<file path="config.mk">
export PLATFORM = sky130hd
export DESIGN_NAME = gamepad_record_line_parser
export DESIGN_NICKNAME = d
export VERILOG_FILES = /design/src/hdl/grlp_pkg.sv /design/src/hdl/grlp_parser.sv /design/src/hdl/gamepad_record_line_parser.sv
export SDC_FILE = /design/constraint.sdc
export NUM_CORES = 1
export LEC_CHECK = 0
export BUFFER_PORTS_ARGS = -buffer_cell sky130_fd_sc_hd__buf_4
export CORE_MARGIN = 2
export CORE_UTILIZATION = 30
export CTS_CLUSTER_DIAMETER = 100
export CTS_CLUSTER_SIZE = 40
export DETAILED_ROUTE_END_ITERATION = 10
export PLACE_DENSITY = 0.45
export SYNTH_ARGS = -nofsm -noshare
export SYNTH_HDL_FRONTEND = slang
export SYNTH_SLANG_ARGS = --single-unit
</file>
<file path="constraint.sdc">
create_clock -name clk -period 12.7 [get_ports clk]
set_input_delay 1.905 -clock clk [delete_from_list [all_inputs] [get_ports clk]]
set_output_delay 1.905 -clock clk [all_outputs]
set_load 0.05 [all_outputs]
</file>
<file path="src/hdl/grlp_pkg.sv">
// Shared types and constants of the gamepad record line parser.
package grlp_pkg;

  typedef enum logic [2:0] {
    PH_LINE_START,
    PH_SKIP,
    PH_CMD_LEAD,
    PH_CMD_SIGN,
    PH_CMD_DIGITS,
    PH_PAD0,
    PH_PAD1
  } phase_t;

  typedef enum logic [2:0] {
    ST_OK            = 3'd0,
    ST_BAD_COMMAND   = 3'd1,
    ST_NO_PAD0_BAR   = 3'd2,
    ST_PAD0_LENGTH   = 3'd3,
    ST_PAD1_MISMATCH = 3'd4
  } status_t;

  localparam logic [7:0] BAR_CHAR     = 8'h7C;
  localparam logic [7:0] DOT_CHAR     = 8'h2E;
  localparam logic [7:0] SPACE_CHAR   = 8'h20;
  localparam logic [7:0] NEWLINE_CHAR = 8'h0A;
  localparam logic [7:0] NUL_CHAR     = 8'h00;
  localparam logic [7:0] PLUS_CHAR    = 8'h2B;
  localparam logic [7:0] MINUS_CHAR   = 8'h2D;
  localparam logic [7:0] ZERO_CHAR    = 8'h30;
  localparam logic [7:0] NINE_CHAR    = 8'h39;
  localparam logic [7:0] TAB_CHAR     = 8'h09;
  localparam logic [7:0] CR_CHAR      = 8'h0D;

  localparam logic [3:0] PAD_WIDTH   = 4'd8;
  localparam logic [3:0] PAD_CNT_MAX = 4'd9;

  localparam int unsigned CFG_ADDR_W = 3;
  localparam int unsigned CFG_DATA_W = 32;
  localparam logic [CFG_ADDR_W-3:0] REG_SECOND_PAD_IDX = '0;

  typedef struct packed {
    logic        fire;
    status_t     status;
    logic [31:0] parsed_command;
    logic [7:0]  pad0_buttons;
    logic [7:0]  pad1_buttons;
    logic [31:0] frame_number;
  } result_t;

endpackage

</file>
<file path="src/hdl/grlp_parser.sv">
// Per-byte record parser: line phase, command accumulator, pad fields, record count.
module grlp_parser (
  input  logic               clk,
  input  logic               rst_n,
  input  logic               advance,
  input  logic [7:0]         data_byte,
  input  logic               second_pad_present,
  output grlp_pkg::result_t  res
);

  grlp_pkg::phase_t phase_r, phase_nxt;
  logic [63:0] acc_r, acc_nxt;
  logic        minus_r, minus_nxt;
  logic        digit_seen_r, digit_seen_nxt;
  logic        ovf_r, ovf_nxt;
  logic [3:0]  cnt_r, cnt_nxt;
  logic [7:0]  pad0_r, pad0_nxt;
  logic [7:0]  pad1_r, pad1_nxt;
  logic [31:0] good_cnt_r, good_cnt_nxt;

  logic        eol, cut, is_bar, is_digit, is_ws, is_sign, pressed;
  logic [67:0] acc_x10;
  logic [63:0] dig_acc;
  logic        dig_ovf;
  logic [7:0]  pad_mask;
  logic [3:0]  cnt_inc;
  logic        pad1_len_ok;

  assign eol      = (data_byte == grlp_pkg::NEWLINE_CHAR);
  assign cut      = (data_byte == grlp_pkg::NUL_CHAR);
  assign is_bar   = (data_byte == grlp_pkg::BAR_CHAR);
  assign is_digit = (data_byte >= grlp_pkg::ZERO_CHAR) && (data_byte <= grlp_pkg::NINE_CHAR);
  assign is_ws    = (data_byte == grlp_pkg::SPACE_CHAR) ||
                    ((data_byte >= grlp_pkg::TAB_CHAR) && (data_byte <= grlp_pkg::CR_CHAR));
  assign is_sign  = (data_byte == grlp_pkg::PLUS_CHAR) || (data_byte == grlp_pkg::MINUS_CHAR);
  assign pressed  = (data_byte != grlp_pkg::DOT_CHAR) && (data_byte != grlp_pkg::SPACE_CHAR);

  // Times ten as two shifts and an add; any carry into the top four bits is an overflow.
  assign acc_x10 = ({4'b0, acc_r} << 3) + ({4'b0, acc_r} << 1) + {64'b0, data_byte[3:0]};
  assign dig_ovf = ovf_r || (acc_x10[67:64] != 4'b0);
  assign dig_acc = dig_ovf ? acc_r : acc_x10[63:0];

  assign pad_mask    = ((cnt_r < grlp_pkg::PAD_WIDTH) && pressed) ? (8'b1 << cnt_r[2:0]) : 8'b0;
  assign cnt_inc     = (cnt_r < grlp_pkg::PAD_CNT_MAX) ? cnt_r + 4'd1 : cnt_r;
  assign pad1_len_ok = second_pad_present ? (cnt_r == grlp_pkg::PAD_WIDTH) : (cnt_r == 4'd0);

  // Phase transitions
  always_comb begin
    phase_nxt = phase_r;
    case (phase_r)
      grlp_pkg::PH_LINE_START: begin
        if (is_bar) phase_nxt = grlp_pkg::PH_CMD_LEAD;
        else if (!eol) phase_nxt = grlp_pkg::PH_SKIP;
      end
      grlp_pkg::PH_SKIP: begin
        if (eol) phase_nxt = grlp_pkg::PH_LINE_START;
      end
      grlp_pkg::PH_CMD_LEAD, grlp_pkg::PH_CMD_SIGN, grlp_pkg::PH_CMD_DIGITS,
      grlp_pkg::PH_PAD0, grlp_pkg::PH_PAD1: begin
        if (eol) begin
          phase_nxt = grlp_pkg::PH_LINE_START;
        end else if (cut) begin
          phase_nxt = grlp_pkg::PH_SKIP;
        end else begin
          case (phase_r)
            grlp_pkg::PH_CMD_LEAD: begin
              if (is_sign) phase_nxt = grlp_pkg::PH_CMD_SIGN;
              else if (is_digit) phase_nxt = grlp_pkg::PH_CMD_DIGITS;
              else if (!is_ws) phase_nxt = grlp_pkg::PH_SKIP;
            end
            grlp_pkg::PH_CMD_SIGN: begin
              phase_nxt = is_digit ? grlp_pkg::PH_CMD_DIGITS : grlp_pkg::PH_SKIP;
            end
            grlp_pkg::PH_CMD_DIGITS: begin
              if (!is_digit) begin
                phase_nxt = (is_bar && !ovf_r && digit_seen_r) ? grlp_pkg::PH_PAD0
                                                               : grlp_pkg::PH_SKIP;
              end
            end
            grlp_pkg::PH_PAD0: begin
              if (is_bar) begin
                phase_nxt = (cnt_r == grlp_pkg::PAD_WIDTH) ? grlp_pkg::PH_PAD1
                                                           : grlp_pkg::PH_SKIP;
              end
            end
            default: begin
              if (is_bar) phase_nxt = grlp_pkg::PH_SKIP;
            end
          endcase
        end
      end
      default: begin
        if (eol) phase_nxt = grlp_pkg::PH_LINE_START;
      end
    endcase
  end

  // Record data and result
  always_comb begin
    acc_nxt            = acc_r;
    minus_nxt          = minus_r;
    digit_seen_nxt     = digit_seen_r;
    ovf_nxt            = ovf_r;
    cnt_nxt            = cnt_r;
    pad0_nxt           = pad0_r;
    pad1_nxt           = pad1_r;
    good_cnt_nxt       = good_cnt_r;
    res.fire           = 1'b0;
    res.status         = grlp_pkg::ST_OK;
    res.parsed_command = 32'd0;
    res.pad0_buttons   = 8'd0;
    res.pad1_buttons   = 8'd0;
    res.frame_number   = good_cnt_r;
    case (phase_r)
      grlp_pkg::PH_LINE_START: begin
        if (is_bar) begin
          acc_nxt        = 64'd0;
          minus_nxt      = 1'b0;
          digit_seen_nxt = 1'b0;
          ovf_nxt        = 1'b0;
          cnt_nxt        = 4'd0;
          pad0_nxt       = 8'd0;
          pad1_nxt       = 8'd0;
        end
      end
      grlp_pkg::PH_SKIP: begin
        acc_nxt = acc_r;
      end
      default: begin
        if (eol || cut) begin
          res.fire = 1'b1;
          if (phase_r == grlp_pkg::PH_PAD0) res.status = grlp_pkg::ST_NO_PAD0_BAR;
          else if (phase_r == grlp_pkg::PH_PAD1) res.status = grlp_pkg::ST_PAD1_MISMATCH;
          else res.status = grlp_pkg::ST_BAD_COMMAND;
        end else begin
          case (phase_r)
            grlp_pkg::PH_CMD_LEAD, grlp_pkg::PH_CMD_SIGN, grlp_pkg::PH_CMD_DIGITS: begin
              if (is_digit) begin
                digit_seen_nxt = 1'b1;
                ovf_nxt        = dig_ovf;
                acc_nxt        = dig_acc;
              end else if (is_sign && (phase_r == grlp_pkg::PH_CMD_LEAD)) begin
                minus_nxt = (data_byte == grlp_pkg::MINUS_CHAR);
              end else if (is_ws && (phase_r == grlp_pkg::PH_CMD_LEAD)) begin
                acc_nxt = acc_r;
              end else if ((phase_r == grlp_pkg::PH_CMD_DIGITS) && is_bar &&
                           !ovf_r && digit_seen_r) begin
                cnt_nxt = 4'd0;
              end else begin
                res.fire   = 1'b1;
                res.status = grlp_pkg::ST_BAD_COMMAND;
              end
            end
            grlp_pkg::PH_PAD0: begin
              if (!is_bar) begin
                pad0_nxt = pad0_r | pad_mask;
                cnt_nxt  = cnt_inc;
              end else if (cnt_r == grlp_pkg::PAD_WIDTH) begin
                cnt_nxt = 4'd0;
              end else begin
                res.fire   = 1'b1;
                res.status = grlp_pkg::ST_PAD0_LENGTH;
              end
            end
            default: begin
              if (!is_bar) begin
                pad1_nxt = pad1_r | pad_mask;
                cnt_nxt  = cnt_inc;
              end else if (!pad1_len_ok) begin
                res.fire   = 1'b1;
                res.status = grlp_pkg::ST_PAD1_MISMATCH;
              end else begin
                // Only the low half of a negated 64-bit value is kept.
                res.fire           = 1'b1;
                res.status         = grlp_pkg::ST_OK;
                res.parsed_command = minus_r ? (32'd0 - acc_r[31:0]) : acc_r[31:0];
                res.pad0_buttons   = pad0_r;
                res.pad1_buttons   = second_pad_present ? pad1_r : 8'd0;
                good_cnt_nxt       = good_cnt_r + 32'd1;
              end
            end
          endcase
        end
      end
    endcase
  end

  always_ff @(posedge clk) begin
    if (!rst_n) begin
      phase_r      <= grlp_pkg::PH_LINE_START;
      minus_r      <= 1'b0;
      digit_seen_r <= 1'b0;
      ovf_r        <= 1'b0;
      cnt_r        <= 4'd0;
      pad0_r       <= 8'd0;
      pad1_r       <= 8'd0;
      good_cnt_r   <= 32'd0;
    end else if (advance) begin
      phase_r      <= phase_nxt;
      minus_r      <= minus_nxt;
      digit_seen_r <= digit_seen_nxt;
      ovf_r        <= ovf_nxt;
      cnt_r        <= cnt_nxt;
      pad0_r       <= pad0_nxt;
      pad1_r       <= pad1_nxt;
      good_cnt_r   <= good_cnt_nxt;
    end
  end

  always_ff @(posedge clk) begin
    if (advance) begin
      acc_r <= acc_nxt;
    end
  end

  a_err_zero: assert property (@(posedge clk) disable iff (!rst_n)
    (res.fire && (res.status != grlp_pkg::ST_OK)) |->
      (res.parsed_command == 32'd0) && (res.pad0_buttons == 8'd0) && (res.pad1_buttons == 8'd0))
    else $error("error result carries non-zero payload");

  a_after_result: assert property (@(posedge clk) disable iff (!rst_n)
    (advance && res.fire) |=>
      (phase_r == grlp_pkg::PH_SKIP) || (phase_r == grlp_pkg::PH_LINE_START))
    else $error("parser did not leave the record after a result");

  a_count_step: assert property (@(posedge clk) disable iff (!rst_n)
    (advance && res.fire && (res.status == grlp_pkg::ST_OK)) |=>
      (good_cnt_r == $past(good_cnt_r) + 32'd1))
    else $error("good record count did not advance");

  a_line_start_quiet: assert property (@(posedge clk) disable iff (!rst_n)
    (phase_r == grlp_pkg::PH_LINE_START) |-> !res.fire)
    else $error("result raised at the first byte of a line");

endmodule

</file>
<file path="src/hdl/gamepad_record_line_parser.sv">
// Top level of the gamepad record line parser: channels, register port and result register.
//
// The input channel takes one byte of a text movie log per word (in_valid, in_ready,
// in_data_byte). Lines starting with '|' are parsed as records |command|pad0|pad1|;
// other lines are skipped. For each record, or at the first error in it, one word
// appears on the result channel with a status code, the command value, both pad
// button masks and the count of good records before it.
// A byte is held in an input register and parsed combinationally; the result it makes is
// registered in the result register and taken from there. One byte per cycle is sustained
// while out_ready stays high, since the parse step itself never holds a byte back.
// While a result waits with out_ready low, the held byte is not parsed, whether or not it
// makes a result, so in_ready drops once the input register is full; when out_ready
// rises the result leaves and the held byte is parsed at the same edge. Register 0
// (second_pad_present) sits at byte addresses 0 to 3 of the APB-style port, read back there.
// Reset (rst_n low, synchronous) returns to the start of a line, clears the good record
// count and the register, and empties both the input and result registers.
module gamepad_record_line_parser (
  input  logic                            clk,
  input  logic                            rst_n,
  input  logic                            in_valid,
  output logic                            in_ready,
  input  logic [7:0]                      in_data_byte,
  output logic                            out_valid,
  input  logic                            out_ready,
  output logic [2:0]                      out_status,
  output logic [31:0]                     out_parsed_command,
  output logic [7:0]                      out_pad0_buttons,
  output logic [7:0]                      out_pad1_buttons,
  output logic [31:0]                     out_frame_number,
  input  logic                            cfg_psel,
  input  logic                            cfg_penable,
  input  logic                            cfg_pwrite,
  input  logic [grlp_pkg::CFG_ADDR_W-1:0] cfg_paddr,
  input  logic [grlp_pkg::CFG_DATA_W-1:0] cfg_pwdata,
  output logic [grlp_pkg::CFG_DATA_W-1:0] cfg_prdata,
  output logic                            cfg_pready
);

  logic              second_pad_r;
  logic              reg_hit;
  logic              in_vld_r;
  logic [7:0]        in_byte_r;
  logic              out_vld_r;
  logic              advance;
  grlp_pkg::result_t res;
  grlp_pkg::result_t out_r;

  assign cfg_pready = 1'b1;
  assign reg_hit    = (cfg_paddr[grlp_pkg::CFG_ADDR_W-1:2] == grlp_pkg::REG_SECOND_PAD_IDX);
  assign cfg_prdata = reg_hit ? {{(grlp_pkg::CFG_DATA_W-1){1'b0}}, second_pad_r} : '0;

  always_ff @(posedge clk) begin
    if (!rst_n) begin
      second_pad_r <= 1'b0;
    end else if (cfg_psel && cfg_penable && cfg_pwrite && cfg_pready && reg_hit) begin
      second_pad_r <= cfg_pwdata[0];
    end
  end

  // The held word is parsed when the result register is free or being emptied.
  assign advance  = in_vld_r && (!out_vld_r || out_ready);
  assign in_ready = !in_vld_r || advance;

  always_ff @(posedge clk) begin
    if (!rst_n) begin
      in_vld_r <= 1'b0;
    end else if (in_ready) begin
      in_vld_r <= in_valid;
    end
  end

  always_ff @(posedge clk) begin
    if (in_ready && in_valid) begin
      in_byte_r <= in_data_byte;
    end
  end

  grlp_parser u_parser (
    .clk                (clk),
    .rst_n              (rst_n),
    .advance            (advance),
    .data_byte          (in_byte_r),
    .second_pad_present (second_pad_r),
    .res                (res)
  );

  always_ff @(posedge clk) begin
    if (!rst_n) begin
      out_vld_r <= 1'b0;
    end else if (advance && res.fire) begin
      out_vld_r <= 1'b1;
    end else if (out_ready) begin
      out_vld_r <= 1'b0;
    end
  end

  always_ff @(posedge clk) begin
    if (advance && res.fire) begin
      out_r <= res;
    end
  end

  assign out_valid          = out_vld_r;
  assign out_status         = out_r.status;
  assign out_parsed_command = out_r.parsed_command;
  assign out_pad0_buttons   = out_r.pad0_buttons;
  assign out_pad1_buttons   = out_r.pad1_buttons;
  assign out_frame_number   = out_r.frame_number;

  a_no_overwrite: assert property (@(posedge clk) disable iff (!rst_n)
    (out_vld_r && !out_ready) |-> !advance)
    else $error("result register overwritten while stalled");

  a_parse_held: assert property (@(posedge clk) disable iff (!rst_n)
    (in_vld_r && !advance) |=> in_vld_r && $stable(in_byte_r))
    else $error("held input word lost before parsing");

  a_status_range: assert property (@(posedge clk) disable iff (!rst_n)
    out_vld_r |-> (out_status <= 3'd4))
    else $error("result status out of range");

endmodule
</file>
Yosys cells after proc, flatten, opt, wreduce, memory -nomap -nowiden --
Cells that the tools add are included.
Storage, ports and cells: logic and storage cells 201, register bits after elaboration 216
Operators by class: reduce and logical (&&, ||, !) cells 50, shift-type cells 1, equal/unequal tests 31, $add $sub $neg 5, bitwise gates (word level) 10, order comparisons 6, mux-type cells 80
Operators with widths (number):
- $mux W64 | 5
- $mux W48 | 3
- $pmux W64 S2 | 1
- $mux W52 | 2
- $mux W8 | 9
- $add A67 B65 Y68 | 1
- $add A68 B4 Y68 | 1
- $mux W4 | 17
- $mux W3 | 17
- $add A32 B1 Y32 const B | 1
- $mux W32 | 1
- $pmux W8 S2 | 2
- $sub A1 B32 Y32 const A | 1
- $eq A8 B6 Y1 const B | 3
- $pmux W4 S2 | 3
- $reduce_and A6 Y1 | 4
- $reduce_and A7 Y1 | 3
- $logic_and A1 B1 Y1 | 17
- $ne A8 B6 Y1 const B | 2
- $or A8 B8 Y8 | 2
- $mux W1 | 15
- $ne A3 B3 Y1 const B | 4
- $pmux W3 S4 | 1
- $reduce_and A10 Y1 | 1
- 38 further kinds | 67

Logic depth before layout (Yosys ltp) --
Gate-level depths: netlist of the first run.
depth after elaboration 13, mapped depth 14, depth with buffers taken out 13

By module --
A second synthesis of the first run with hierarchy kept.
Second synthesis, totals: cells, all modules 1481, area total of the unflattened synthesis 14097.3 µm²
By module, submodules not included:
- grlp_parser | instances 1, area each 10938.0 µm², cells each 1339
- gamepad_record_line_parser | instances 1, area each 3159.3 µm², cells each 142

Worst setup path before layout of the first run --
No wires, ideal clock.
path type register -> register, start point register in_byte_r[3], end point register u_parser.acc_r[0], enable pin, cell stages (with the launch flop) 15, arrival 8.035 ns, path buffers 1, required time 12.119 ns, setup slack 4.084 ns, library setup time 0.581 ns, cell sequence edfxtp_1 buf_4 inv_1 fa_1 inv_1 fa_1 a211oi_1 nor2_1 o211a_1 o311ai_1 a2111oi_0 o221ai_1 xor2_1 nand4_1 o31ai_1
Between the ends: word-level cells in the longest chain between the ends 5, elaborated cells between the ends (all ways) 15, those cells by class add/sub (1); order compare (2); eq/ne (5); reduce/logical (7)
RTL lines:
- start, declared | RTL line gamepad_record_line_parser.sv:42 | logic [7:0] in_byte_r;
- start signal, assigned | RTL line gamepad_record_line_parser.sv:74 | in_byte_r <= in_data_byte;
- $add A68 B4 Y68 | RTL line grlp_parser.sv:39 | assign acc_x10 = ({4'b0, acc_r} << 3) + ({4'b0, acc_r} << 1) + {64'b0, data_byte[3:0]};
- $reduce_bool A4 Y1 | RTL line grlp_parser.sv:40 | assign dig_ovf = ovf_r || (acc_x10[67:64] != 4'b0);
- $logic_or A1 B1 Y1 | RTL line grlp_parser.sv:40
- $ne A2 B2 Y1 (no line)
- $reduce_and A7 Y1 (no line) *
- end signal, assigned | RTL line grlp_parser.sv:212 | acc_r <= acc_nxt;
- end, declared | RTL line grlp_parser.sv:12 | logic [63:0] acc_r, acc_nxt;
Every way passes the cells marked *; elsewhere a longest branch is shown, timed or not. A chain may end at the register's enable or synchronous reset.

Worst setup path after layout of the first run --
start point register in_byte_r[3], end point register u_parser.acc_r[40], enable pin
The elaborated chain is that of the path after synthesis.

==> results.md, run 1 <==
| Group | Quantity | Value |
|---|---|---|
| run status | Outcome | finished clean |
| sta | Number of max-slew violations in the final report | 0 |
| clocking | Clock tree root driver cell | sky130_fd_sc_hd__clkbuf_16 |
| critical path | Worst endpoint data arrival time | 6180 ps |
| route | Final wirelength | 35.7 mm |
| power and ir drop | Flop pwr share | 54.8% |
| worst hold path | Count of cells along the worst hold path | 0 |
| power and ir drop | Cell leakage power | 6.27 nW |
| logic synthesis | Flip-flop and latch count after synthesis | 216 |
| critical path | Terminus of the critical flop-to-flop path | u_parser.acc_r[40] |
| place | Detailed placer's ending HPWL | 27.1 mm |
| logic synthesis | Count of unique library cells instantiated by Yosys | 71 |
| critical path | Worst R2R Path Depth | 14 |
| cells and area | Final Instance Count excl. Fillers | 2182 |
| route | Number of iterations in the first detailed-routing pass | 5 |
| die | Rows | 79 |
| route | Via count | 11.0k |
| critical path | Critical Path Source Type | flip-flop |
| logic synthesis | Count of flip-flops with a built-in enable after synthesis | 155 |
| flow run | MaxCap Viol Count | 0 |
| grt | Initial antenna violation count | 0 |
| grt | Vias in the first global route | 10.5k |
| die | Area of the placeable core | 46800 sq um |
| die | Vertical extent of the die | 222 um |
| power and ir drop | Part of the total power dissipated in the clock network | 41.0% |
| critical path | Kind of capture point of the worst setup path | flip-flop |
| grt | Global routing usage summed across all routing layers | 14.2% |
| critical path | Critical path class | flip-flop to flip-flop |
| grt | Maximum number of pins on one net before global-route repair | 63 |
| power and ir drop | Power density of the placed cells | 86.2 nW/um^2 |
| cells and area | Filler cells | 4802 |
| critical path | Req. time, crit path | 12850 ps |
| sta | Final min period | 6040 ps |
| die | Die Span X | 222 um |
| power and ir drop | Reported net switching power | 0.000368 W |
| die | Number of top-level pins | 168 |
| power and ir drop | Comb pwr share | 4.3% |
| grt | Wire length of the first global-routing pass | 57.9 mm |
| sta | Final TNS setup | 0 ps |
| clocking | TritonCTS Buffers | 14 |
| clocking | Number of cells upsized or downsized after cts | 0 |
| clocking | CTS tree | done |
| logic synthesis | Synthesized instance count | 1518 |
| sta | RSZ-0062 raised after global routing | false |
| worst hold path | Worst Hold Path EP | out_frame_number[17] |
| logic synthesis | Average instance area after synthesis | 9.42 sq um |
| place | Cell total after placement | 2158 |
| power and ir drop | Overall Power | 0.00138 W |
| route | Uppermost metal layer occupied by signal nets | met4 |
| sta | Finish-stage setup viols | 0 |
| route | Met2 WL post-DR | 15.8 mm |
| worst hold path | Hold crit path type | flip-flop to flip-flop |
| cells and area | Final layout net count | 1754 |
| power and ir drop | Peak VDD IR | 71.8 uV |
| logic synthesis | Cell area after synthesis | 14300 sq um |
| cells and area | Area growth syn-to-layout | 12.3% |
| critical path | Setup slack of the most critical reg-to-reg path | 6660 ps |
| grt | Aggregate global routing overflow | 0 |
| place | Buffers on Ports | 102 |
| clocking | Source-to-sink clock delay at the later pin of the worst-skew pair | 550 ps |
| die | Starting density of the core | 30.6% |
| route | DRC errors left | 0 |
| critical path | Top fanout value on the critical path | 50 |
| cells and area | Ratio of cells with drive above 1 in the final layout | 9.78% |
| clocking | Post-CTS setup-driven buffer insertion count | 0 |
| clocking | Sinks on the clock net | 216 |
| clocking | CTS Hold Buffers Added | 0 |
| worst hold path | Startpoint of the most critical hold path | u_parser.good_cnt_r[17] |
| power and ir drop | P_int | 0.00102 W |
| critical path | Worst flop-to-flop path startpoint | in_byte_r[3] |
| route | Routed length per instance | 16.3 um |
| logic synthesis | Share of synthesized area occupied by flip-flops and latches | 41.1% |
| clocking | Clock Pin Slew Worst Setup and Hold Paths | 140 ps |
| sta | Clk_skew | 42.9 ps |
| route | Remaining antenna violation count | 0 |
| die | Die outline area | 49400 sq um |
| power and ir drop | Sw Share | 26.6% |
| logic synthesis | Primary flip-flop cell chosen by synthesis mapping | sky130_fd_sc_hd__edfxtp_1 |
| route | Met3 Wirelength | 1.26 mm |
| cells and area | Ant. Diodes | 0 |
| logic synthesis | Async set-reset flop share out of synthesis | 0% |
| sta | Period utilization | 47.6% |
| sta | Max-Slew Margin vs Limit | 23.3% |
| clocking | Maximum buffer depth of the clock tree | 3 |
| clocking | Htree depth | 1 |
| sta | Fmax | 166 MHz |
| sta | Actual transition at the worst max-transition pin | 1150 ps |
| route | Violation count after the first detailed-route iteration | 833 |
| sta | Final number of hold-violating endpoints | 0 |
| route | Average vias per placed instance | 5.05 |
| route | Wire length the detailed router placed on met1 | 18.1 mm |
| place | RePlAce Congestion | 0.835 |
| logic synthesis | Yosys synthesis warning count | 0 |
[kinds of logic (layout without fill, tap and decap cells)]
group                    after synthesis  in the layout  synth area share, %
AO/OA/AOI/OAI                        351            351                 15.2
buffers and inverters                137            164                 4.51
XOR/XNOR                             108            108                 6.62
multiplexers                          11             11                0.770
adder cells (fa/ha/maj)              137            137                 12.1
flip-flops                           216            216                 41.1
AND/OR/NAND/NOR                      556            556                 19.7
other                                  2             32               0.0525
[power by group through the flow]
stage,Clock [W],Sequential [W],Combinational (W)
floorplan,0,0.000768,0.0000576
global placement,0,0.000773,0.0000593
detailed placement,0,0.000773,0.0000595
CTS,0.000592,0.000757,0.0000597
global route,0.000615,0.000758,0.0000643
finish,0.000567,0.000757,0.0000589
[through the flow]
stage	hold WS, ps	utilization (%)	worst slack, ps	area, sq um
global placement	422	33.1	6680	15500
detailed placement	416	33.1	6640	15500
floorplan	408	-	4080	14400
CTS	450	34.3	6560	16000
global route	463	34.3	6090	16000
finish	447	34.3	6660	16000
[layout make-up]
class	count	area [sq um]	area share, %
Sequential cell	216	5880	36.6
Clock inverter	9	199	1.24
Multi-Input combinational cell	1195	7920	49.3
Timing Repair Buffer	106	796	4.96
Clock buffer	15	375	2.34
Tap cell	607	759	4.73
Inverter	34	128	0.795
[flip-flops by register name, summed over array words and instances (netlist names), 3 cells and up]
| name | count |
|---|---|
| u_parser.pad1_r | 8 |
| out_parsed_command | 32 |
| out_status | 3 |
| out_pad0_buttons | 8 |
| out_frame_number | 32 |
| out_pad1_buttons | 8 |
| u_parser.pad0_r | 8 |
| u_parser.acc_r | 64 |
| u_parser.good_cnt_r | 32 |
| in_byte_r | 8 |
| u_parser.cnt_r | 4 |
| u_parser.phase_r | 3 |
[cells in the final DEF (no fill, tap or decap), types with 7 or more instances in the layout]
| master | instances |
|---|---|
| sky130_fd_sc_hd__a211oi_1 | 9 |
| sky130_fd_sc_hd__a21o_1 | 19 |
| sky130_fd_sc_hd__a21oi_1 | 120 |
| sky130_fd_sc_hd__a31oi_1 | 16 |
| sky130_fd_sc_hd__and2_1 | 47 |
| sky130_fd_sc_hd__and3_1 | 24 |
| sky130_fd_sc_hd__buf_4 | 106 |
| sky130_fd_sc_hd__clkbuf_16 | 15 |
| sky130_fd_sc_hd__conb_1 | 32 |
| sky130_fd_sc_hd__dfxtp_1 | 61 |
| sky130_fd_sc_hd__edfxtp_1 | 155 |
| sky130_fd_sc_hd__ha_1 | 135 |
| sky130_fd_sc_hd__inv_1 | 34 |
| sky130_fd_sc_hd__mux2i_1 | 11 |
| sky130_fd_sc_hd__nand2_1 | 118 |
| sky130_fd_sc_hd__nand2b_1 | 17 |
| sky130_fd_sc_hd__nand3_1 | 29 |
| sky130_fd_sc_hd__nand4_1 | 36 |
| sky130_fd_sc_hd__nor2_1 | 165 |
| sky130_fd_sc_hd__nor2b_1 | 16 |
| sky130_fd_sc_hd__nor3_1 | 33 |
| sky130_fd_sc_hd__nor4_1 | 8 |
| sky130_fd_sc_hd__o211ai_1 | 8 |
| sky130_fd_sc_hd__o21a_1 | 15 |
| sky130_fd_sc_hd__o21ai_0 | 76 |
| sky130_fd_sc_hd__o21ai_1 | 7 |
| sky130_fd_sc_hd__o21bai_1 | 15 |
| sky130_fd_sc_hd__o31ai_1 | 10 |
| sky130_fd_sc_hd__or3_1 | 18 |
| sky130_fd_sc_hd__or4_1 | 10 |
| sky130_fd_sc_hd__xnor2_1 | 47 |
| sky130_fd_sc_hd__xor2_1 | 61 |
[worst max-delay path by stage]
stage	startpoint	end	slack, ps	cells after the start
6_report	in_byte_r[3]	u_parser.acc_r[40]	6660	14
5_1_grt	in_byte_r[3]	u_parser.acc_r[40]	6090	14
4_1_cts	in_byte_r[3]	u_parser.acc_r[40]	6560	14
3_5_place_dp	in_byte_r[3]	u_parser.acc_r[39]	6640	14
3_3_place_gp	in_byte_r[3]	u_parser.acc_r[43]	6680	14
2_1_floorplan	in_byte_r[3]	u_parser.acc_r[0]	4080	14
[critical path, stage by stage (launching register included)]
cell                        delay [ps]
sky130_fd_sc_hd__edfxtp_1          560
sky130_fd_sc_hd__inv_1             160
sky130_fd_sc_hd__fa_1              560
sky130_fd_sc_hd__inv_1              70
sky130_fd_sc_hd__fa_1              480
sky130_fd_sc_hd__a211oi_1          350
sky130_fd_sc_hd__nor2_1            110
sky130_fd_sc_hd__o211a_1           270
sky130_fd_sc_hd__o311ai_1          610
sky130_fd_sc_hd__a2111oi_0         280
sky130_fd_sc_hd__o221ai_1          250
sky130_fd_sc_hd__xor2_1            170
sky130_fd_sc_hd__nand4_1           210
sky130_fd_sc_hd__o31ai_4           810
sky130_fd_sc_hd__buf_4             660
[cell usage after synthesis, drive strengths merged (18+ instances only)]
library cell / n / area (sq um)
edfxtp: 155 / 4650
nor3: 34 / 170
inv: 34 / 128
buf: 41 / 284
nand2b: 18 / 120
and2: 47 / 294
xor2: 61 / 534
clkbuf: 62 / 233
dfxtp: 61 / 1220
and3: 24 / 150
a21oi: 121 / 606
or3: 19 / 124
nand4: 36 / 225
o21ai: 83 / 415
nand3: 29 / 145
ha: 135 / 1690
a21o: 19 / 143
nand2: 119 / 449
xnor2: 47 / 412
nor2: 165 / 619
[metal layers]
metal	vias to the layer above	global-route usage [%]
li1	5573	-
met2	199	22.3
met4	0	3.14
met5	-	0
met3	30	1.60
met1	5215	20.8
No activity file was read; power rests on OpenSTA's default activity.
==> run 2, diff against run 1 <==
--- a/config.mk
+++ b/config.mk
@@ -11,7 +11,7 @@
 export CTS_CLUSTER_DIAMETER = 100
 export CTS_CLUSTER_SIZE = 40
 export DETAILED_ROUTE_END_ITERATION = 10
-export PLACE_DENSITY = 0.45
+export PLACE_DENSITY = 0.46
 export SYNTH_ARGS = -nofsm -noshare
 export SYNTH_HDL_FRONTEND = slang
 export SYNTH_SLANG_ARGS = --single-unit
==> constraint.sdc (replaced) <==
create_clock -name clk -period 5.3 [get_ports clk]
set_input_delay 0.795 -clock clk [delete_from_list [all_inputs] [get_ports clk]]
set_output_delay 0.795 -clock clk [all_outputs]
set_load 0.05 [all_outputs]
==> results.md, run 2 (synthesized netlist as in run 1, its figures left out) <==
| Group | Quantity | Value | vs previous |
|---|---|---|---|
| run status | Outcome | finished clean | unchanged |
| power and ir drop | Cell leakage power | 6.28 nW | was 6.27 nW |
| cells and area | Filler cells | 4821 | was 4802 |
| place | Standard cell area after detailed placement | 15500 sq um | about the same |
| die | Number of top-level pins | 168 | unchanged |
| route | Final wirelength | 35.2 mm | was 35.7 mm |
| critical path | Critical Path Source Type | flip-flop | unchanged |
| worst hold path | Hold crit path type | input port to flip-flop | was flip-flop to flip-flop |
| power and ir drop | Sw Share | 26.1% | was 26.6% |
| cells and area | Final Instance Count excl. Fillers | 2185 | was 2182 |
| sta | Final number of hold-violating endpoints | 0 | unchanged |
| cells and area | Register ranked first by flip-flop count | u_parser.acc_r | unchanged |
| power and ir drop | Reported net switching power | 0.000857 W | was 0.000368 W |
| critical path | Launch point of the critical path | in_byte_r[3] | unchanged |
| route | DRC errors left | 0 | unchanged |
| sta | Fmax | 215 MHz | was 166 MHz |
| route | Via count | 11.0k | about the same |
| die | Starting density of the core | 30.6% | unchanged |
| cells and area | Commonest non-fill, non-tap cells in the layout | 165 x sky130_fd_sc_hd__nor2_1, 155 x sky130_fd_sc_hd__edfxtp_1, 135 x sky130_fd_sc_hd__ha_1, 120 x sky130_fd_sc_hd__a21oi_1, 118 x sky130_fd_sc_hd__nand2_1 | unchanged |
| power and ir drop | Power density of the placed cells | 204 nW/um^2 | was 86.2 nW/um^2 |
| cells and area | Ant. Diodes | 0 | unchanged |
| sta | Period utilization | 87.6% | was 47.6% |
| power and ir drop | Comb pwr share | 4.4% | was 4.3% |
| sta | Number of max-slew violations in the final report | 0 | unchanged |
| route | Routed length per instance | 16.1 um | was 16.3 um |
| clocking | CTS Hold Buffers Added | 0 | unchanged |
| critical path | Worst flop-to-flop path startpoint | in_byte_r[3] | unchanged |
| grt | Initial antenna violation count | 0 | unchanged |
| flow run | MaxCap Viol Count | 0 | unchanged |
| sta | Finish-stage setup viols | 0 | unchanged |
| place | Buffers on Ports | 102 | unchanged |
| critical path | Worst endpoint data arrival time | 4830 ps | was 6180 ps |
| sta | Actual transition at the worst max-transition pin | 868 ps | was 1150 ps |
| power and ir drop | Part of the total power dissipated in the clock network | 40.5% | was 41.0% |
| clocking | Clock Pin Slew Worst Setup and Hold Paths | 120 ps | was 140 ps |
| sta | RSZ-0062 raised after global routing | false | unchanged |
| route | Number of iterations in the first detailed-routing pass | 7 | was 5 |
| clocking | TritonCTS Buffers | 14 | unchanged |
| clocking | Htree depth | 1 | unchanged |
| grt | Aggregate global routing overflow | 0 | unchanged |
| cells and area | Final layout net count | 1757 | was 1754 |
| cells and area | Area growth syn-to-layout | 12.6% | was 12.3% |
| clocking | CTS tree | done | unchanged |
| sta | Final min period | 4650 ps | was 6040 ps |
| grt | Global routing usage summed across all routing layers | 14.1% | was 14.2% |
| die | Rows | 79 | unchanged |
| sta | Final TNS setup | 0 ps | unchanged |
| clocking | Maximum buffer depth of the clock tree | 3 | unchanged |
| cells and area | Finished layout cell area | 16100 sq um | was 16000 sq um |
| cells and area | Number of flip-flops in the largest register | 64 | unchanged |
| clocking | Sinks on the clock net | 216 | unchanged |
| place | Cell total after placement | 2161 | was 2158 |
| grt | Maximum number of pins on one net before global-route repair | 85 | was 63 |
| grt | Wire length of the first global-routing pass | 57.6 mm | was 57.9 mm |
| critical path | Top fanout value on the critical path | 49 | was 50 |
| sta | Max-Slew Margin vs Limit | 41.6% | was 23.3% |
| die | Die outline area | 49400 sq um | unchanged |
| route | Average vias per placed instance | 5.03 | was 5.05 |
| place | Detailed placer's ending HPWL | 26.9 mm | was 27.1 mm |
| route | Violation count after the first detailed-route iteration | 656 | was 833 |
| worst hold path | Startpoint of the most critical hold path | in_data_byte[0] | was u_parser.good_cnt_r[17] |
| sta | Clk_skew | 50.1 ps | was 42.9 ps |
| critical path | Kind of capture point of the worst setup path | flip-flop | unchanged |
| clocking | Number of cells upsized or downsized after cts | 0 | unchanged |
| die | Area of the placeable core | 46800 sq um | unchanged |
| grt | Vias in the first global route | 10.5k | about the same |
| cells and area | Leading cell type in the layout, fill and taps excluded | sky130_fd_sc_hd__nor2_1 | unchanged |
| clocking | Post-CTS setup-driven buffer insertion count | 0 | unchanged |
| route | Remaining antenna violation count | 0 | unchanged |
| cells and area | Ratio of cells with drive above 1 in the final layout | 10.0% | was 9.78% |
| critical path | Req. time, crit path | 5490 ps | was 12850 ps |
| clocking | Clock tree root driver cell | sky130_fd_sc_hd__clkbuf_16 | unchanged |
| cells and area | Area taken by multi-input logic gates | 7920 sq um | about the same |
| power and ir drop | Peak VDD IR | 158 uV | was 71.8 uV |
| critical path | Critical path class | flip-flop to flip-flop | unchanged |
| clocking | Source-to-sink clock delay at the later pin of the worst-skew pair | 540 ps | was 550 ps |
| power and ir drop | Flop pwr share | 55.1% | was 54.8% |
| cells and area | Combined flip-flop and latch cell area | 5880 sq um | unchanged |
| die | Vertical extent of the die | 222 um | unchanged |
| cells and area | Fraction of the core area covered by cells at the end of the flow | 34.4% | was 34.3% |
| power and ir drop | P_int | 0.00243 W | was 0.00102 W |
| place | RePlAce Congestion | 0.825 | was 0.835 |
| die | Die Span X | 222 um | unchanged |
[run 2: cell count changes in the layout (fill, tap and decap cells not counted), sizes merged]
| cell | delta |
|---|---|
| inv | +1 |
| buf | +3 |
| clkinv | -1 |
[run 2: worst paths after layout]
path              depth (start not counted)  slack (ps)                    to
hold reg to reg                           0         450  out_frame_number[17]
setup / recovery                         14         650    u_parser.acc_r[25]
hold / removal                            1         440          in_byte_r[0]
setup reg to reg                         14         650    u_parser.acc_r[25]
[run 2: metrics by stage]
| step | setup slack (ps) | power, W | hold WS [ps] |
|---|---|---|---|
| after floorplan | 19.9 | 0.00198 | 408 |
| after global placement | 680 | 0.00199 | 418 |
| after detailed placement | 678 | 0.00200 | 422 |
| after CTS | 613 | 0.00335 | 411 |
| after global routing | 292 | 0.00342 | 411 |
| final | 655 | 0.00329 | 437 |
[run 2: area by class of cell]
class                   count  share of cell area [%]
clock inverters             9                    1.13
multi-input cells        1195                    49.3
clock buffers              15                    2.33
inverters                  34                   0.793
repair buffers            109                    5.24
flip-flops and latches    216                    36.5
well taps                 607                    4.72
[run 2: routing by layer]
layer / vias to the layer above / part of all wire (%) / GRT usage (%)
met2: 183 / 45 / 22.7
met4: 0 / 1.0 / 2.51
met1: 5230 / 51 / 20.4
li1: 5561 / - / -
met3: 23 / 3.2 / 1.71
met5: - / 0 / 0
[run 2: power groups by stage]
stage	sequential [W]	combinational (W)	clock [W]
floorplan	0.00184	0.000138	0
global placement	0.00185	0.000146	0
detailed placement	0.00185	0.000147	0
CTS	0.00181	0.000148	0.00139
global route	0.00181	0.000160	0.00144
finish	0.00181	0.000146	0.00133
[run 2: critical path: stages (launching register included)]
cell	delay, ps
sky130_fd_sc_hd__edfxtp_1	520
sky130_fd_sc_hd__inv_1	150
sky130_fd_sc_hd__fa_1	550
sky130_fd_sc_hd__inv_1	70
sky130_fd_sc_hd__fa_1	490
sky130_fd_sc_hd__a211oi_1	330
sky130_fd_sc_hd__nor2_1	110
sky130_fd_sc_hd__o211a_1	270
sky130_fd_sc_hd__o311ai_2	440
sky130_fd_sc_hd__a2111oi_1	180
sky130_fd_sc_hd__o221ai_1	230
sky130_fd_sc_hd__xor2_1	160
sky130_fd_sc_hd__nand4_1	180
sky130_fd_sc_hd__o31ai_4	270
sky130_fd_sc_hd__buf_12	300
==> run 3, diff against run 2 <==
--- a/config.mk
+++ b/config.mk
@@ -12,6 +12,7 @@
 export CTS_CLUSTER_SIZE = 40
 export DETAILED_ROUTE_END_ITERATION = 10
 export PLACE_DENSITY = 0.46
+export REMOVE_ABC_BUFFERS = 1
 export SYNTH_ARGS = -nofsm -noshare
 export SYNTH_HDL_FRONTEND = slang
 export SYNTH_SLANG_ARGS = --single-unit
==> results.md, run 3 (synthesized netlist as in run 1, its figures left out) <==
| Group | Quantity | Value | vs previous |
|---|---|---|---|
| sta | Final TNS setup | 0 ps | unchanged |
| critical path | Critical path class | flip-flop to flip-flop | unchanged |
| clocking | CTS Hold Buffers Added | 0 | unchanged |
| cells and area | Commonest non-fill, non-tap cells in the layout | 165 x sky130_fd_sc_hd__nor2_1, 155 x sky130_fd_sc_hd__edfxtp_1, 135 x sky130_fd_sc_hd__ha_1, 120 x sky130_fd_sc_hd__a21oi_1, 118 x sky130_fd_sc_hd__nand2_1 | unchanged |
| clocking | Number of cells upsized or downsized after cts | 0 | unchanged |
| die | Die outline area | 49400 sq um | unchanged |
| power and ir drop | Power density of the placed cells | 192 nW/um^2 | was 204 nW/um^2 |
| sta | Number of max-slew violations in the final report | 0 | unchanged |
| cells and area | Final layout net count | 1757 | unchanged |
| power and ir drop | Cell leakage power | 6.22 nW | was 6.28 nW |
| grt | Maximum number of pins on one net before global-route repair | 85 | unchanged |
| die | Rows | 79 | unchanged |
| die | Number of top-level pins | 168 | unchanged |
| grt | Aggregate global routing overflow | 0 | unchanged |
| sta | Actual transition at the worst max-transition pin | 1100 ps | was 868 ps |
| run status | Outcome | finished clean | unchanged |
| route | DRC errors left | 0 | unchanged |
| cells and area | Register ranked first by flip-flop count | u_parser.acc_r | unchanged |
| critical path | Req. time, crit path | 5450 ps | was 5490 ps |
| route | Violation count after the first detailed-route iteration | 711 | was 656 |
| route | Number of iterations in the first detailed-routing pass | 5 | was 7 |
| route | Average vias per placed instance | 5.02 | was 5.03 |
| cells and area | Ratio of cells with drive above 1 in the final layout | 9.64% | was 10.0% |
| worst hold path | Hold crit path type | flip-flop to flip-flop | was input port to flip-flop |
| die | Starting density of the core | 30.6% | unchanged |
| die | Vertical extent of the die | 222 um | unchanged |
| critical path | Top fanout value on the critical path | 43 | was 49 |
| power and ir drop | Overall Power | 0.00306 W | was 0.00329 W |
| clocking | TritonCTS Buffers | 12 | was 14 |
| grt | Vias in the first global route | 10.9k | was 10.5k |
| sta | Finish-stage setup viols | 0 | unchanged |
| clocking | Clock Pin Slew Worst Setup and Hold Paths | 130 ps | was 120 ps |
| grt | Global routing usage summed across all routing layers | 14.0% | was 14.1% |
| critical path | Critical Path Source Type | flip-flop | unchanged |
| route | Via count | 11.0k | about the same |
| worst hold path | Count of cells along the worst hold path | 0 | was 1 |
| sta | Clk_skew | 67.9 ps | was 50.1 ps |
| clocking | Source-to-sink clock delay at the later pin of the worst-skew pair | 530 ps | was 540 ps |
| clocking | Post-CTS setup-driven buffer insertion count | 0 | unchanged |
| die | Area of the placeable core | 46800 sq um | unchanged |
| clocking | Clock tree root driver cell | sky130_fd_sc_hd__clkbuf_16 | unchanged |
| route | Final wirelength | 34.9 mm | was 35.2 mm |
| cells and area | Number of flip-flops in the largest register | 64 | unchanged |
| sta | Period utilization | 90.6% | was 87.6% |
| clocking | Htree depth | 1 | unchanged |
| power and ir drop | Peak VDD IR | 188 uV | was 158 uV |
| sta | Final number of hold-violating endpoints | 0 | unchanged |
| sta | Max-Slew Margin vs Limit | 26.7% | was 41.6% |
| sta | RSZ-0062 raised after global routing | false | unchanged |
| route | Routed length per instance | 16.0 um | was 16.1 um |
| die | Die Span X | 222 um | unchanged |
| cells and area | Leading cell type in the layout, fill and taps excluded | sky130_fd_sc_hd__nor2_1 | unchanged |
| route | Remaining antenna violation count | 0 | unchanged |
| grt | Wire length of the first global-routing pass | 57.8 mm | was 57.6 mm |
| place | Detailed placer's ending HPWL | 26.5 mm | was 26.9 mm |
| sta | Final min period | 4800 ps | was 4650 ps |
| cells and area | Area growth syn-to-layout | 11.6% | was 12.6% |
| cells and area | Ant. Diodes | 0 | unchanged |
| grt | Initial antenna violation count | 0 | unchanged |
| place | RePlAce Congestion | 0.838 | was 0.825 |
| critical path | Worst endpoint data arrival time | 4950 ps | was 4830 ps |
| flow run | MaxCap Viol Count | 0 | unchanged |
| critical path | Worst R2R Path Depth | 15 | was 14 |
| sta | Fmax | 208 MHz | was 215 MHz |
| place | Buffers on Ports | 102 | unchanged |
| clocking | Maximum buffer depth of the clock tree | 3 | unchanged |
| clocking | Sinks on the clock net | 216 | unchanged |
| clocking | CTS tree | done | unchanged |
| critical path | Kind of capture point of the worst setup path | flip-flop | unchanged |
## run 3: cell types whose count changed in the layout (fill, tap and decap cells not counted)
| cell | delta |
|---|---|
| sky130_fd_sc_hd__buf_12 | -1 |
| sky130_fd_sc_hd__a2111oi_1 | -1 |
| sky130_fd_sc_hd__clkbuf_1 | +3 |
| sky130_fd_sc_hd__o311ai_1 | +1 |
| sky130_fd_sc_hd__a2111oi_0 | +1 |
| sky130_fd_sc_hd__inv_12 | -3 |
| sky130_fd_sc_hd__clkinv_8 | -2 |
| sky130_fd_sc_hd__clkbuf_16 | -2 |
| sky130_fd_sc_hd__clkbuf_8 | +1 |
| sky130_fd_sc_hd__o311ai_2 | -1 |
| sky130_fd_sc_hd__buf_4 | +3 |
| sky130_fd_sc_hd__inv_16 | -2 |
| sky130_fd_sc_hd__inv_8 | +1 |
## run 3: metrics by stage
stage	cell area [sq um]	hold slack [ps]	setup slack, ps	std cells	util (%)
final	15900	448	498	2183	34.1
after global routing	15900	465	186	2183	34.1
after CTS	15900	452	468	2183	34.1
after detailed placement	15500	421	457	2163	33.2
after global placement	15500	418	531	2163	33.2
after floorplan	13900	408	-3360	1445	-
## run 3: layout make-up
cell class	instances	area, sq um
sequential	216	5880
timing repair buffer	111	846
tap	607	759
clock buffer	17	350
fill	4863	30800
multi-input combinational	1195	7920
inverter	34	128
clock inverter	3	71.3
## run 3: final timing paths
path / slack (ps) / end / from
max: 500 / u_parser.acc_r[34] / in_byte_r[3]
min: 450 / out_frame_number[17] / u_parser.good_cnt_r[17]
max reg2reg: 500 / u_parser.acc_r[34] / in_byte_r[3]
min reg2reg: 450 / out_frame_number[17] / u_parser.good_cnt_r[17]
## run 3: power by group
part	switching (W)	leakage (nW)	internal (W)
sequential	0.0000141	2.10	0.00180
combinational	0.000108	3.93	0.0000354
clock	0.000612	0.200	0.000494
total	0.000734	6.22	0.00233
## run 3: metal layers
metal	wire (um)	track usage, %	up-vias
met2	16400	23.8	129
met4	485	2.83	0
met3	1050	1.64	31
met1	17000	19.3	5248
met5	0	0	-
li1	-	-	5558
## run 3: critical path, cell delays in order, from the launching register on
cell,delay [ps]
sky130_fd_sc_hd__edfxtp_1,520
sky130_fd_sc_hd__inv_1,150
sky130_fd_sc_hd__fa_1,550
sky130_fd_sc_hd__inv_1,70
sky130_fd_sc_hd__fa_1,480
sky130_fd_sc_hd__a211oi_1,320
sky130_fd_sc_hd__nor2_1,110
sky130_fd_sc_hd__o211a_1,280
sky130_fd_sc_hd__o311ai_1,360
sky130_fd_sc_hd__buf_4,200
sky130_fd_sc_hd__a2111oi_0,120
sky130_fd_sc_hd__o221ai_1,230
sky130_fd_sc_hd__xor2_1,180
sky130_fd_sc_hd__nand4_1,210
sky130_fd_sc_hd__o31ai_4,360
sky130_fd_sc_hd__buf_12,300
